<file path="src/rtl/cpq_pkg.sv">
// Shared types, constants and helpers for the PCM sample queue pair.
`default_nettype none
package cpq_pkg;

  localparam int BLOCK_SAMPLES = 160;
  localparam int MIC_INPUTS    = 3;
  localparam int OUT_CHANNELS  = 2;

  localparam int SAMPLE_W = 16;
  localparam int LEVEL_W  = 11;
  localparam int COUNT_W  = 16;
  localparam int BITS_W   = 5;
  localparam int ROUTE_W  = 2;
  localparam int GAIN_W   = 16;
  localparam int FUNC_W   = 2;
  localparam int CFG_IDX_W  = 3;
  localparam int CFG_DATA_W = 16;

  localparam int S_TDATA_W = 64;
  localparam int S_TUSER_W = 3;
  localparam int M_TDATA_W = 120;
  localparam int M_TUSER_W = 2;

  // item kinds
  localparam logic [FUNC_W-1:0] FUNC_TICK  = 2'd0;
  localparam logic [FUNC_W-1:0] FUNC_WRITE = 2'd1;
  localparam logic [FUNC_W-1:0] FUNC_READ  = 2'd2;

  // register indexes
  localparam logic [CFG_IDX_W-1:0] REG_CONVERTER_BITS = 3'd0;
  localparam logic [CFG_IDX_W-1:0] REG_MIC_GAIN       = 3'd1;
  localparam logic [CFG_IDX_W-1:0] REG_OUT_GAIN       = 3'd2;
  localparam logic [CFG_IDX_W-1:0] REG_MIC_ROUTE      = 3'd3;
  localparam logic [CFG_IDX_W-1:0] REG_OUT_ROUTE      = 3'd4;

  localparam logic [BITS_W-1:0] BITS_RESET = 5'd16;
  localparam logic [GAIN_W-1:0] GAIN_UNITY = 16'd4096;

  typedef struct packed {
    logic                push;
    logic                pop;
    logic [SAMPLE_W-1:0] data;
  } cpq_fifo_op_t;

  // converter widths outside 2..16 act as 16
  function automatic logic [BITS_W-1:0] eff_bits(input logic [BITS_W-1:0] v);
    logic [BITS_W-1:0] r;
    r = (v >= 5'd2 && v <= 5'd16) ? v : 5'd16;
    return r;
  endfunction

  function automatic logic [COUNT_W-1:0] sat_inc(input logic [COUNT_W-1:0] c);
    logic [COUNT_W-1:0] r;
    r = (c == {COUNT_W{1'b1}}) ? c : c + 1'b1;
    return r;
  endfunction

endpackage
`default_nettype wire

</file>
<file path="src/rtl/cpq_out_scale.sv">
// Earpiece output scaling, gain and saturation to Q1.15.
`default_nettype none
module cpq_out_scale
  import cpq_pkg::*;
(
  input  wire logic                       clk,
  input  wire logic                       load,
  input  wire logic signed [SAMPLE_W-1:0] sample,
  input  wire logic [GAIN_W-1:0]          gain,
  input  wire logic [BITS_W-1:0]          bits,
  output logic signed [SAMPLE_W-1:0]      level
);

  logic [29:0]        gain_sh;
  logic signed [46:0] prod;
  logic signed [46:0] shifted;

  // fold the converter scale into the gain so one multiply covers both
  assign gain_sh = 30'(gain) << (5'd16 - bits);

  always_ff @(posedge clk) begin
    if (load) begin
      prod <= sample * $signed({1'b0, gain_sh});
    end
  end

  always_comb begin
    shifted = (prod[46] ? prod + 47'sd4095 : prod) >>> 12;
    if (shifted > 47'sd32767) begin
      level = 16'sh7FFF;
    end else if (shifted < -47'sd32768) begin
      level = 16'sh8000;
    end else begin
      level = shifted[SAMPLE_W-1:0];
    end
  end

endmodule
`default_nettype wire

</file>
<file path="config.mk">
export PLATFORM = sky130hd
export DESIGN_NAME = cpq_out_scale
export DESIGN_NICKNAME = d
export VERILOG_FILES = /design/src/rtl/cpq_pkg.sv /design/src/rtl/cpq_out_scale.sv
export SDC_FILE = /design/constraint.sdc
export NUM_CORES = 1
export LEC_CHECK = 0
export ABC_CLOCK_PERIOD_IN_PS = 22600
export BUFFER_PORTS_ARGS = -buffer_cell sky130_fd_sc_hd__buf_2
export CORE_AREA = 3 3 177 179
export CTS_CLUSTER_DIAMETER = 50
export DETAILED_ROUTE_END_ITERATION = 8
export DIE_AREA = 0 0 180 182
export PLACE_DENSITY = 0.78
export SLEW_MARGIN = 20
export SYNTH_ARGS = -nofsm -noshare
export SYNTH_HDL_FRONTEND = slang
export SYNTH_SLANG_ARGS = --single-unit
</file>
<file path="constraint.sdc">
create_clock -name clk -period 22.6 [get_ports clk]
set_clock_uncertainty 0.1 [all_clocks]
set_input_delay 4.52 -clock clk [delete_from_list [all_inputs] [get_ports clk]]
set_output_delay 4.52 -clock clk [all_outputs]
set_load 0.02 [all_outputs]
</file>
==> Word-level counts from Yosys, hierarchy flattened <==
Index checks and enable logic that the tools add are counted.
W data, S select, Z words.
{ "totals": {"ff_bits": 47, "input_bits": 39} }
{ "classes": {"add_sub_neg": 2, "multipliers": 1, "magnitude_cmp": 2, "shift": 1, "n_mux": 3} }
{ "ops": {"columns": ["op", "n"], "rows": [
  ["$add A47 B13 Y47 const B", 1],
  ["$mul A16 B31 Y47", 1],
  ["$mux W47", 1],
  ["$gt A35 B16 Y1 const B", 1],
  ["$lt A35 B16 Y1 const B", 1],
  ["$mux W16", 2],
  ["$shl A16 B5 Y30", 1],
  ["$sub A5 B5 Y5 const A", 1]
]} }

==> Longest topological paths before layout <==
{ "depth": {"ltp_word": 5, "mapped_depth": 36} }

==> Least setup slack after synthesis <==
Ideal clock, no wire load.
{ "synth_timing": {"kind": "in2reg", "from": "in bits[0]", "to": "reg prod[46], data pin", "setup_ns": 0.273, "arrival_time_ns": 12.311, "t_required_ns": 22.227, "slack_ns": 9.916, "cell_stages": 34, "cell_sequence": "buf_2 -> buf_2 -> inv_1 -> ha_1 -> clkbuf_1 -> inv_1 -> buf_2 -> mux2i_1 -> nand2_1 -> o21a_1 -> nor2_1 -> a31oi_1 -> a21oi_1 -> clkbuf_1 -> nand2_1 -> fa_1 -> inv_1 -> fa_1 -> inv_1 -> fa_1 -> inv_1 -> fa_1 -> fa_1 -> inv_1 -> fa_1 -> inv_1 -> ha_1 -> nand3_1 -> or4_1 -> nor3_1 -> a21oi_1 -> a31o_2 -> a2111oi_0 -> a211oi_1"} }
{ "synth_between": {"elab_chain_len": 3} }
{ "synth_rtl": {"columns": ["item", "line", "text"], "rows": [
  ["from (decl)", "cpq_out_scale.sv:10", "input wire logic [BITS_W-1:0] bits,"],
  ["$sub A5 B5 Y5", "cpq_out_scale.sv:19", "assign gain_sh = 30'(gain) << (5'd16 - bits);"],
  ["$shl A16 B5 Y30", "cpq_out_scale.sv:19", null],
  ["$mul A16 B31 Y47", "cpq_out_scale.sv:23", "prod <= sample * $signed({1'b0, gain_sh});"],
  ["to (signal assigned)", "cpq_out_scale.sv:23", null],
  ["to (decl)", "cpq_out_scale.sv:15", "logic signed [46:0] prod;"]
]} }
Every way passes these cells.
A chain may end at the register's enable or synchronous reset.

==> Worst setup path in the final report <==
Ends and elaborated chain as after synthesis.

==> flow_summary.ini <==
[final_layout]
largest_reg_flops = 47
antenna_cells = 0
final_cell_mix = inv_1 (490), fa_1 (390), nand2_1 (310)
reg_top3 = prod (47)
area_delta_synth_final_pct = 3.86
top_register = prod
drive_above_1_share = 0.0597
nNetsFinal = 2805
final_common_cell = inv_1

[outcome]
status = finished clean

[timing]
timing.final.ws_setup_ps = 9310
setup_violations = 0
finalSetupTns_ps = 0
slew_headroom = 0.307
rsz0062_at_grt = no
fin_crit_ps = 13290
finalCritPeriodShare = 0.588
hold_viol = 0
fmax_mhz = 75.3
tightestPinTransition_ps = 1040
finalMaxSlewViolations = 0

[synthesis]
synth_nets = 2820
async_reset_ff_frac = 0
yosys_warnings = 0
yosysSeqAreaShare = 0.0728
syn_avg_cell_area_um2 = 8.65
synth-edff-count = 47
syn_inst = 2240
synth_flop_cell = edfxtp_1
synth_cell_types = 71
syn_area_um2 = 19400
synth_seq_cells = 47

[clock_network]
cts_tree = yes
clk_pin_slew_ps = 60
cts_max_level = 2
clock-root-buffer = clkbuf_16
cts-resized-gates = 0
ctsHoldBuffers = 0
cts_sinks = 47
postCtsSetupBuffers = 0
cts_buffers = 5
max-clock-path-buffers = 2

[floorplanning]
die_w_um = 180
ios = 55
core_um2 = 29700
die-height_um = 182
initial_utilization = 0.652
row_count = 63
dieArea_um2 = 32800

[worst_setup_path]
cp_data_required_time_ps = 22520
worstPathArrival_ps = 13210
cp-start-kind = input port
path_class = in -> reg
worst_setup_path_end_kind = flip-flop
critPathMaxFanout = 21

[drt]
drtIter0Drc = 1063
ant_nets = 0
drc = 0
post_drt_wl_per_cell_um = 18.8
wirelength_um = 49100
dr.pass1.iters = 5
vias = 15300
viasPerCell = 5.85

[grt]
grt_max_degree = 48
grt_pass1_vias = 16513
grtUsageTotal = 0.309
grt_overflow_total = 0
grt_antenna_before_repair = 0
grt_pass1_wl_um = 81800

[job]
maxCapViolations = 0

[hold_path]
hold_path_class = in -> reg

[placed_design]
place_congestion = 0.940
pre_cts_slack_ps = 9080
io_buffers = 54
hpwlAfterDp_um = 38500
path summary, 6_finish.rpt:
check	cells past startpoint	end	start	slack [ps]
worst max-delay path	28	prod[46]	bits[0]	9310
worst min-delay path	2	prod[0]	sample[0]	4850
synth_stat cells, types with 31 or more instances:
cell      instances  area, um^2
clkbuf_1         91         342
nand2_1         310        1160
ha_1            151        1890
and2_1          198        1240
nand3_1          31         155
o21ai_0          42         210
fa_1            390        7810
a21oi_1          59         295
inv_1           490        1840
nor2_1           82         308
edfxtp_1         47        1410
xnor2_1          44         385
cell families (layout without fill, tap and decap cells):
group,count (synthesis),after routing,synth area share
xor gates and xnor gates,69,69,0.0312
adders and majority gates,541,541,0.501
buffers and inverters,596,582,0.117
DFF,47,47,0.0728
muxes,30,30,0.0159
and+or+nand+nor,738,738,0.188
AOI/OAI and AO/OA,219,219,0.0743
metrics by stage:
stage          cells  hold WS (ps)   util  cell area [um^2]
2_1_floorplan   2240          4530      -             19400
3_3_place_gp    2608          5110  0.672             20000
3_5_place_dp    2608          5090  0.672             20000
4_1_cts         2616          4830  0.677             20100
5_1_grt         2616          4860  0.677             20100
6_report        2616          4850  0.677             20100
critical path: stages:
cell,delay (ps)
buf_2,360
inv_1,140
ha_1,520
inv_1,400
and3_1,280
nand2_1,140
nand2_1,90
o21ai_0,110
o22ai_2,790
nand2_1,180
fa_1,540
inv_1,60
fa_1,540
inv_1,60
fa_1,500
inv_1,50
fa_1,470
fa_1,520
fa_1,490
ha_1,440
and3_1,310
nand2_1,90
or4_1,440
nor3_1,170
a21oi_1,160
a31o_2,310
a2111oi_0,420
a211oi_1,80
area by class of cell:
class	count	area [um^2]
Multi-Input combinational cell	1597	15700
Timing Repair Buffer	84	495
Inverter	490	1840
Clock inverter	3	20.0
Clock buffer	5	125
Fill cell	2409	9600
Sequential cell	47	1410
Tap cell	390	488
per-layer routing:
layer  up-vias  global-route usage  part of all wire
met2       677               0.530              0.49
met5         -                   0                 0
met1      7639               0.388              0.38
li1       6807                   -                 -
met4         0               0.139             0.049
met3       177              0.0489             0.080
Power is not shown: default switching activity piles up to over one toggle a cycle in this logic, so the estimate is an artifact.
