$ cat config.mk
export PLATFORM = sky130hd
export DESIGN_NAME = cpq_mic_scale
export DESIGN_NICKNAME = d
export VERILOG_FILES = /design/src/rtl/cpq_pkg.sv /design/src/rtl/cpq_mic_scale.sv
export SDC_FILE = /design/constraint.sdc
export NUM_CORES = 1
export LEC_CHECK = 0
export BUFFER_PORTS_ARGS = -buffer_cell sky130_fd_sc_hd__buf_2
export CORE_ASPECT_RATIO = 1.1
export CORE_MARGIN = 2
export CORE_UTILIZATION = 67
export DETAILED_ROUTE_END_ITERATION = 10
export PLACE_DENSITY = 0.83
export SYNTH_ARGS = -nofsm -noshare
export SYNTH_HDL_FRONTEND = slang
export SYNTH_SLANG_ARGS = --single-unit
$ cat constraint.sdc
create_clock -name clk -period 14.34 [get_ports clk]
set_clock_uncertainty 0.2 [all_clocks]
set_input_delay 0.717 -clock clk [delete_from_list [all_inputs] [get_ports clk]]
set_output_delay 0.717 -clock clk [all_outputs]
set_load 0.03 [all_outputs]
$ cat src/rtl/cpq_pkg.sv
// Shared types, constants and helpers for the PCM sample queue pair.
`default_nettype none
package cpq_pkg;

  localparam int BLOCK_SAMPLES = 160;
  localparam int MIC_INPUTS    = 3;
  localparam int OUT_CHANNELS  = 2;

  localparam int SAMPLE_W = 16;
  localparam int LEVEL_W  = 11;
  localparam int COUNT_W  = 16;
  localparam int BITS_W   = 5;
  localparam int ROUTE_W  = 2;
  localparam int GAIN_W   = 16;
  localparam int FUNC_W   = 2;
  localparam int CFG_IDX_W  = 3;
  localparam int CFG_DATA_W = 16;

  localparam int S_TDATA_W = 64;
  localparam int S_TUSER_W = 3;
  localparam int M_TDATA_W = 120;
  localparam int M_TUSER_W = 2;

  // item kinds
  localparam logic [FUNC_W-1:0] FUNC_TICK  = 2'd0;
  localparam logic [FUNC_W-1:0] FUNC_WRITE = 2'd1;
  localparam logic [FUNC_W-1:0] FUNC_READ  = 2'd2;

  // register indexes
  localparam logic [CFG_IDX_W-1:0] REG_CONVERTER_BITS = 3'd0;
  localparam logic [CFG_IDX_W-1:0] REG_MIC_GAIN       = 3'd1;
  localparam logic [CFG_IDX_W-1:0] REG_OUT_GAIN       = 3'd2;
  localparam logic [CFG_IDX_W-1:0] REG_MIC_ROUTE      = 3'd3;
  localparam logic [CFG_IDX_W-1:0] REG_OUT_ROUTE      = 3'd4;

  localparam logic [BITS_W-1:0] BITS_RESET = 5'd16;
  localparam logic [GAIN_W-1:0] GAIN_UNITY = 16'd4096;

  typedef struct packed {
    logic                push;
    logic                pop;
    logic [SAMPLE_W-1:0] data;
  } cpq_fifo_op_t;

  // converter widths outside 2..16 act as 16
  function automatic logic [BITS_W-1:0] eff_bits(input logic [BITS_W-1:0] v);
    logic [BITS_W-1:0] r;
    r = (v >= 5'd2 && v <= 5'd16) ? v : 5'd16;
    return r;
  endfunction

  function automatic logic [COUNT_W-1:0] sat_inc(input logic [COUNT_W-1:0] c);
    logic [COUNT_W-1:0] r;
    r = (c == {COUNT_W{1'b1}}) ? c : c + 1'b1;
    return r;
  endfunction

endpackage
`default_nettype wire

$ cat src/rtl/cpq_mic_scale.sv
// Microphone gain, scaling to converter width with truncation, and clamp.
`default_nettype none
module cpq_mic_scale
  import cpq_pkg::*;
(
  input  wire logic                       clk,
  input  wire logic                       load,
  input  wire logic signed [SAMPLE_W-1:0] level,
  input  wire logic [GAIN_W-1:0]          gain,
  input  wire logic [BITS_W-1:0]          bits,
  output logic [SAMPLE_W-1:0]             sample
);

  logic signed [32:0] prod;
  logic [BITS_W-1:0]  sh;
  logic signed [32:0] bias;
  logic signed [32:0] shifted;
  logic signed [32:0] lim;
  logic signed [32:0] clamped;

  always_ff @(posedge clk) begin
    if (load) begin
      prod <= level * $signed({1'b0, gain});
    end
  end

  always_comb begin
    sh      = 5'd28 - bits;
    bias    = $signed((33'd1 << sh) - 33'd1);
    // round negative values toward zero before the arithmetic shift
    shifted = (prod[32] ? prod + bias : prod) >>> sh;
    lim     = $signed(33'd1 << (bits - 5'd1));
    if (shifted < -lim) begin
      clamped = -lim;
    end else if (shifted > lim - 33'sd1) begin
      clamped = lim - 33'sd1;
    end else begin
      clamped = shifted;
    end
    sample = clamped[SAMPLE_W-1:0];
  end

endmodule
`default_nettype wire

* After elaboration in Yosys (flattened, before gate mapping)
Cells that the tools add are included.
** Word-level totals
- Flip-flop bits (word level) :: 33
- Input port bits :: 39
- Output and inout bits :: 16
- Word-level logic and storage cells :: 16
** Operators by class
- Add/subtract/negate cells :: 6
- $mul :: 1
- Magnitude comparators :: 2
- Shift operators :: 3
- Mux-type cells :: 3
** Operator list (number)
- $shl A1 B5 Y33 const A :: 2
- $add A33 B33 Y33 :: 1
- $gt A33 B33 Y1 :: 1
- $lt A33 B33 Y1 :: 1
- $mul A16 B17 Y33 :: 1
- $mux W33 :: 1
- $neg A33 Y33 :: 1
- $sshr A33 B5 Y33 :: 1
- $sub A33 B1 Y33 const B :: 1
- $sub A33 B2 Y33 const B :: 1
- $mux W16 :: 2
- $sub A5 B1 Y5 const B :: 1
- $sub A5 B5 Y5 const A :: 1

* Longest topological paths before layout
Gate-level depths: netlist (run 1).
- Word-level depth :: 9
- Mapped depth :: 45
- Depth with buffers taken out :: 34

* Worst setup path after synthesis (run 1)
No wires, ideal clock.
- Path type :: input-to-output
- From :: input port bits[0]
- To :: output port sample[8]
- Arrival time :: 10.155 ns
- Required time :: 13.423 ns
- Slack :: 3.268 ns
- Stages on the path :: 42
- Cell sequence :: clkbuf_1 inv_1 clkbuf_1 buf_1 clkbuf_1 ha_1 buf_2 nand2b_1 and2_1 clkbuf_1 buf_1 clkbuf_1 clkbuf_1 buf_1 nand3_1 ha_1 inv_1 ha_1 [6 not listed] and3_4 mux4_2 nor2_1 a31oi_1 mux2_2 a21oi_1 ha_1 a21o_1 a21o_1 a21oi_1 o21ai_0 a21o_1 a21oi_1 o31ai_1 a21oi_1 nor2_1 a22o_1 a21oi_1
** On the way
- Cells in the longest elaborated chain, start to end :: 9
** Ends and longest elaborated chain
- from (decl) :: RTL line cpq_mic_scale.sv:10 : input wire logic [BITS_W-1:0] bits,
- $sub A5 B5 Y5 :: RTL line cpq_mic_scale.sv:28 : sh = 5'd28 - bits;
- $shl A1 B5 Y33 :: RTL line cpq_mic_scale.sv:29 : bias = $signed((33'd1 << sh) - 33'd1);
- $sub A33 B1 Y33 :: RTL line cpq_mic_scale.sv:29
- $add A33 B33 Y33 :: RTL line cpq_mic_scale.sv:31 : shifted = (prod[32] ? prod + bias : prod) >>> sh;
- $mux W33 :: RTL line cpq_mic_scale.sv:31
- $sshr A33 B5 Y33 :: RTL line cpq_mic_scale.sv:31
- $gt A33 B33 Y1 :: RTL line cpq_mic_scale.sv:35 : end else if (shifted > lim - 33'sd1) begin
- $mux W16 :: RTL line cpq_mic_scale.sv:35
- $mux W16 (*) :: RTL line cpq_mic_scale.sv:33 : if (shifted < -lim) begin
- to (decl) :: RTL line cpq_mic_scale.sv:11 : output logic [SAMPLE_W-1:0] sample
Every way passes the cells marked *; elsewhere a longest branch is shown, timed or not.

* Worst setup path in the final report (run 1)
- From :: input port bits[0]
- To :: output port sample[4]
The elaborated chain is that of the path after synthesis.

==> results_dict.tcl, run 1 <==
set metrics [dict create \
    antenna_left 0 \
    fin_nets 2933 \
    timing.slew.headroom_pct 35.85 \
    antenna_found_initial 1 \
    htreeDepth 2 \
    cap_viol_max_count 0 \
    fmax_ghz 0.08718 \
    final_util_pct 70.14 \
    largest_reg_flops 33 \
    place_congestion 0.9999 \
    synth_fp_nets 2988 \
    place_hpwl_um 50010 \
    first_pass_iters 6 \
    setup_viol 0 \
    placedCellCount 2796 \
    drive_gt1_share_pct 5.817 \
    top_register "prod" \
    grt_pass1_wl_um 97150 \
    hold_ws_ns 0.7810 \
    drv_slew 0 \
    cp_top_family "compound AO/OA/AOI/OAI gates" \
    cts_buffers 5 \
    cp_data_required_time_ns 13.42 \
    routedWlPerCell_um 21.94 \
    rsz0062_at_grt "false" \
    start_util_pct 68.36 \
    cp_max_fo 47 \
    drc 0 \
    synth_area_mm2 0.01910 \
    path_buf_inv 6 \
    cts_buffer_depth 2 \
    ios 55 \
    reg_top3 "prod x33" \
    synthCells 2495 \
    timing.final.crit_period_ns 11.47 \
    endpoint_kind "output port" \
    worstPathArrival_ns 10.55 \
    synth_edf_count 33 \
    max_stage_delay_ns 0.77 \
    hp-class "in2reg" \
    min_path_cells 2 \
    hold_start "level[0]" \
    start_kind "input pin" \
    clk_pin_slew_ns 0.05 \
    multi_input_area_mm2 0.01618 \
    die_height_um 181.1 \
    grt_overflow 0 \
    synth.avg_cell_area_um2 7.657 \
    grt_pass1_vias 18760 \
    crit_type "in2out" \
    yosys_warnings 0 \
    seq_area_um2 991.0 \
    clockRootBuffer "clkbuf_16" \
    ys.flop_type "edfxtp_1" \
    cp_slowest_cell "nor2_1" \
    num_vias 18740 \
    drt-total-wl_um 61540 \
    outcome "complete, no violations" \
    hold_end "prod[0]" \
    crit_start "bits[0]" \
    grt_use_total_pct 41.39 \
    ys_seq_area_share_pct 5.187 \
    timing.final.hold_violations 0 \
    via_per_inst 6.680 \
    yosysUniqueCellTypes 90 \
    cts_tree "yes" \
    cts-resized-gates 0 \
    drt-initial-drc-count 2276 \
    rows 64 \
    worst-slew-pin-transition_ns 0.9587 \
    cts_sinks 33 \
    area_growth_pct 2.607 \
    fp.dieArea_mm2 0.02988 \
    core_mm2 0.02795 \
    cts_hold_buffers 0 \
    period_share_pct 79.99 \
    fin_cells 2805 \
    async_flop_share_pct 0 \
    chipWidth_um 165.0 \
    post_cts_buffers 0 \
    grt_max_degree 67 \
    fill_cells 2188 \
    ys_ff_latch 33 \
    fin_setup_tns_ns 0 \
    portBuffers 54 \
]
## layout make-up
cell class                      instances  share of cell area [%]
Multi-Input combinational cell       1953                   82.52
Clock inverter                          2                  0.1723
Antenna cell                            1                 0.01277
Clock buffer                            6                  0.6574
Inverter                              374                   7.162
Timing Repair Buffer                   73                   2.106
Tap cell                              363                   2.317
Sequential cell                        33                   5.055
## cells by family (layout without fill, tap and decap cells)
group	after synthesis	in the layout	synth area share [%]
simple gates	828	828	20.39
mux	53	53	3.766
other cells	0	1	0
flops	33	33	5.187
fa+ha+maj	454	454	37.40
xor+xnor	70	70	3.209
buf+inv	509	455	10.22
compound gates	548	548	19.83
## worst max path at each step
stage                     cells past startpoint  slack [ns]        end
after floorplan                              42        3.27  sample[8]
after global placement                       37        3.35  sample[4]
after detailed placement                     37        3.01  sample[4]
after CTS                                    37        2.99  sample[4]
after global routing                         37        1.90  sample[8]
final                                        37        2.87  sample[4]
## metal layers
layer	part of all wire (%)	vias to the layer above	wire (um)	track usage, %
li1	-	8403	-	-
met1	37	8852	22740	50.16
met2	47	1179	29110	70.47
met3	9.3	304	5722	5.900
met4	6.4	0	3963	22.40
met5	0	-	0	0
## placed cells by master (no fill, tap or decap), types with 8 or more instances in the layout
cell and n:
nand4_1 34, o21ai_0 86, mux4_2 14, o21a_1 28
nand3_1 51, ha_1 259, a31oi_1 29, buf_4 19
fa_1 195, a211o_1 11, o221ai_1 8, xnor2_1 44
o21ai_1 9, nor3_1 43, and3_1 14, nand2b_1 36
buf_2 54, edfxtp_1 33, a21o_1 51, and2_1 105
o22ai_1 15, a22oi_1 9, or3_1 18, nor2b_1 10
o31ai_1 12, a211oi_1 21, mux2i_1 30, nand2_1 340
inv_1 371, or2_2 9, xor2_1 25, o211ai_1 27
nor2_1 141, a21oi_1 120, mux2_2 8
## cells in the mapped netlist (7+ instances only)
cell,n,share of area [%]
a211o_1,11,0.50
a211oi_1,21,0.83
a21o_1,51,2.0
a21oi_1,120,3.1
a221o_1,7,0.37
a22oi_1,9,0.35
a31oi_1,29,0.95
and2_1,106,3.5
and3_1,14,0.46
buf_1,13,0.26
buf_2,19,0.50
clkbuf_1,97,1.9
edfxtp_1,33,5.2
fa_1,195,20
ha_1,259,17
inv_1,371,7.3
mux2_2,8,0.47
mux2i_1,30,1.6
mux4_2,14,1.7
nand2_1,341,6.7
nand2b_1,36,1.2
nand3_1,51,1.3
nand4_1,34,1.1
nor2_1,141,2.8
nor2b_1,10,0.33
nor3_1,43,1.1
o211a_1,7,0.37
o211ai_1,27,1.1
o21a_1,28,1.1
o21ai_0,86,2.3
o21ai_1,10,0.26
o221ai_1,8,0.37
o22a_1,7,0.32
o22ai_1,15,0.49
o31ai_1,12,0.47
or2_2,9,0.29
or3_1,18,0.59
xnor2_1,44,2.0
xor2_1,26,1.2
## metrics by stage
stage          setup slack, ns  cell area (um^2)
2_1_floorplan            3.268             19100
3_3_place_gp             3.351             19440
3_5_place_dp             3.013             19440
4_1_cts                  2.992             19600
5_1_grt                  1.896             19600
6_report                 2.869             19600
Power of run 1 is left out: the tool's default activity adds up to more than one toggle a clock period on the data nets, which glitch-free logic cannot reach.
==> inputs of run 2 (changes only) <==
Clock period 14.34 ns to 11.8 ns, I/O delays scaled along.
==> results_dict.tcl, run 2 (synthesized netlist as in run 1, its figures left out) <==
set metrics [dict create \
    fp.dieArea_mm2 0.02988 \
    num_vias 18800 \
    cp_slowest_cell "a21oi_1" \
    cp_data_required_time_ns 11.01 \
    portBuffers 54 \
    first_pass_iters 6 \
    drt-total-wl_um 61620 \
    num_antenna_cells 0 \
    clockRootBuffer "clkbuf_16" \
    routedWlPerCell_um 21.97 \
    clk_pin_slew_ns 0.05 \
    fin_setup_tns_ns 0 \
    grt_overflow 0 \
    rsz0062_at_grt "false" \
    layout_common_cells "371 x inv_1, 340 x nand2_1, 259 x ha_1" \
    fmax_ghz 0.09535 \
    timing.critical_path.to "sample[11]" \
    path_buf_inv 5 \
    antenna_found_initial 1 \
    grt_pass1_vias 18900 \
    largest_reg_flops 33 \
    crit_type "in2out" \
    outcome "complete, no violations" \
    via_per_inst 6.701 \
    cts_tree "yes" \
    core_mm2 0.02795 \
    cts-resized-gates 0 \
    ios 55 \
    setup_viol 0 \
    crit_start "bits[1]" \
    rows 64 \
    cts_hold_buffers 0 \
    cp_max_fo 28 \
    drive_gt1_share_pct 5.938 \
    grt_max_degree 67 \
    fin_nets 2934 \
    post_cts_buffers 0 \
    min_path_cells 2 \
    grt_pass1_wl_um 97920 \
    reg_top3 "prod x33" \
    timing.final.crit_period_ns 10.49 \
    drv_slew 0 \
    hp-class "in2reg" \
    final_util_pct 70.09 \
    antenna_left 0 \
    area_growth_pct 2.528 \
    chipWidth_um 165.0 \
    endpoint_kind "output port" \
    cap_viol_max_count 0 \
    worst-slew-pin-transition_ns 1.382 \
    cts_buffer_depth 2 \
    path_depth 35 \
    die_height_um 181.1 \
    cp_top_family "compound AO/OA/AOI/OAI gates" \
    place_congestion 1.020 \
    grt_use_total_pct 41.45 \
    period_share_pct 88.88 \
    timing.final.hold_violations 0 \
    drt-initial-drc-count 2117 \
    top_register "prod" \
    max_stage_delay_ns 0.65 \
    worstPathArrival_ns 9.70 \
    start_kind "input pin" \
    timing.slew.headroom_pct 6.692 \
    cts_sinks 33 \
    drc 0 \
    htreeDepth 2 \
    start_util_pct 68.36 \
    cts_buffers 5 \
    fill_cells 2194 \
    final_common_cell "inv_1" \
    place_hpwl_um 49960 \
]
==> run 2: changes by cell type in the layout (fill, tap and decap cells not counted) <==
cell	change
buf_4	+1
bufinv_16	-1
diode_2	-1
clkbuf_1	-1
clkinv_2	+2
clkinv_1	-1
clkinvlp_4	+1
==> run 2: worst min path at each step <==
stage,to,from
3_5_place_dp,prod[0],gain[0]
2_1_floorplan,prod[0],load
4_1_cts,prod[0],gain[0]
6_report,prod[0],level[0]
5_1_grt,prod[0],gain[0]
3_3_place_gp,prod[0],gain[0]
==> run 2: metal layers <==
layer | up-vias | GRT usage (%) | routed length, um
met5 | - | 0 | 13
met4 | 2 | 23.30 | 3940
met3 | 311 | 7.140 | 6009
met2 | 1180 | 69.47 | 28710
met1 | 8916 | 50.07 | 22940
li1 | 8387 | - | -
==> run 2: cell type report <==
type,count,area [um^2],share of cell area [%]
Clock buffer,5,125.1,0.6388
Clock inverter,3,17.52,0.08943
Inverter,374,1404,7.167
Multi-Input combinational cell,1953,16180,82.58
Sequential cell,33,991.0,5.059
Tap cell,363,454.2,2.319
Timing Repair Buffer,74,420.4,2.146
==> run 2: through the flow <==
step	hold WS [ns]	area, um^2	worst slack (ns)	instances
3_5_place_dp	0.9541	19440	1.572	2797
3_3_place_gp	0.9545	19440	1.604	2797
6_report	0.6871	19590	1.312	2805
2_1_floorplan	0.5025	19100	0.9819	2495
4_1_cts	0.6713	19590	1.534	2805
5_1_grt	0.7058	19590	0.7071	2805
Power of run 2 is left out for the same reason.
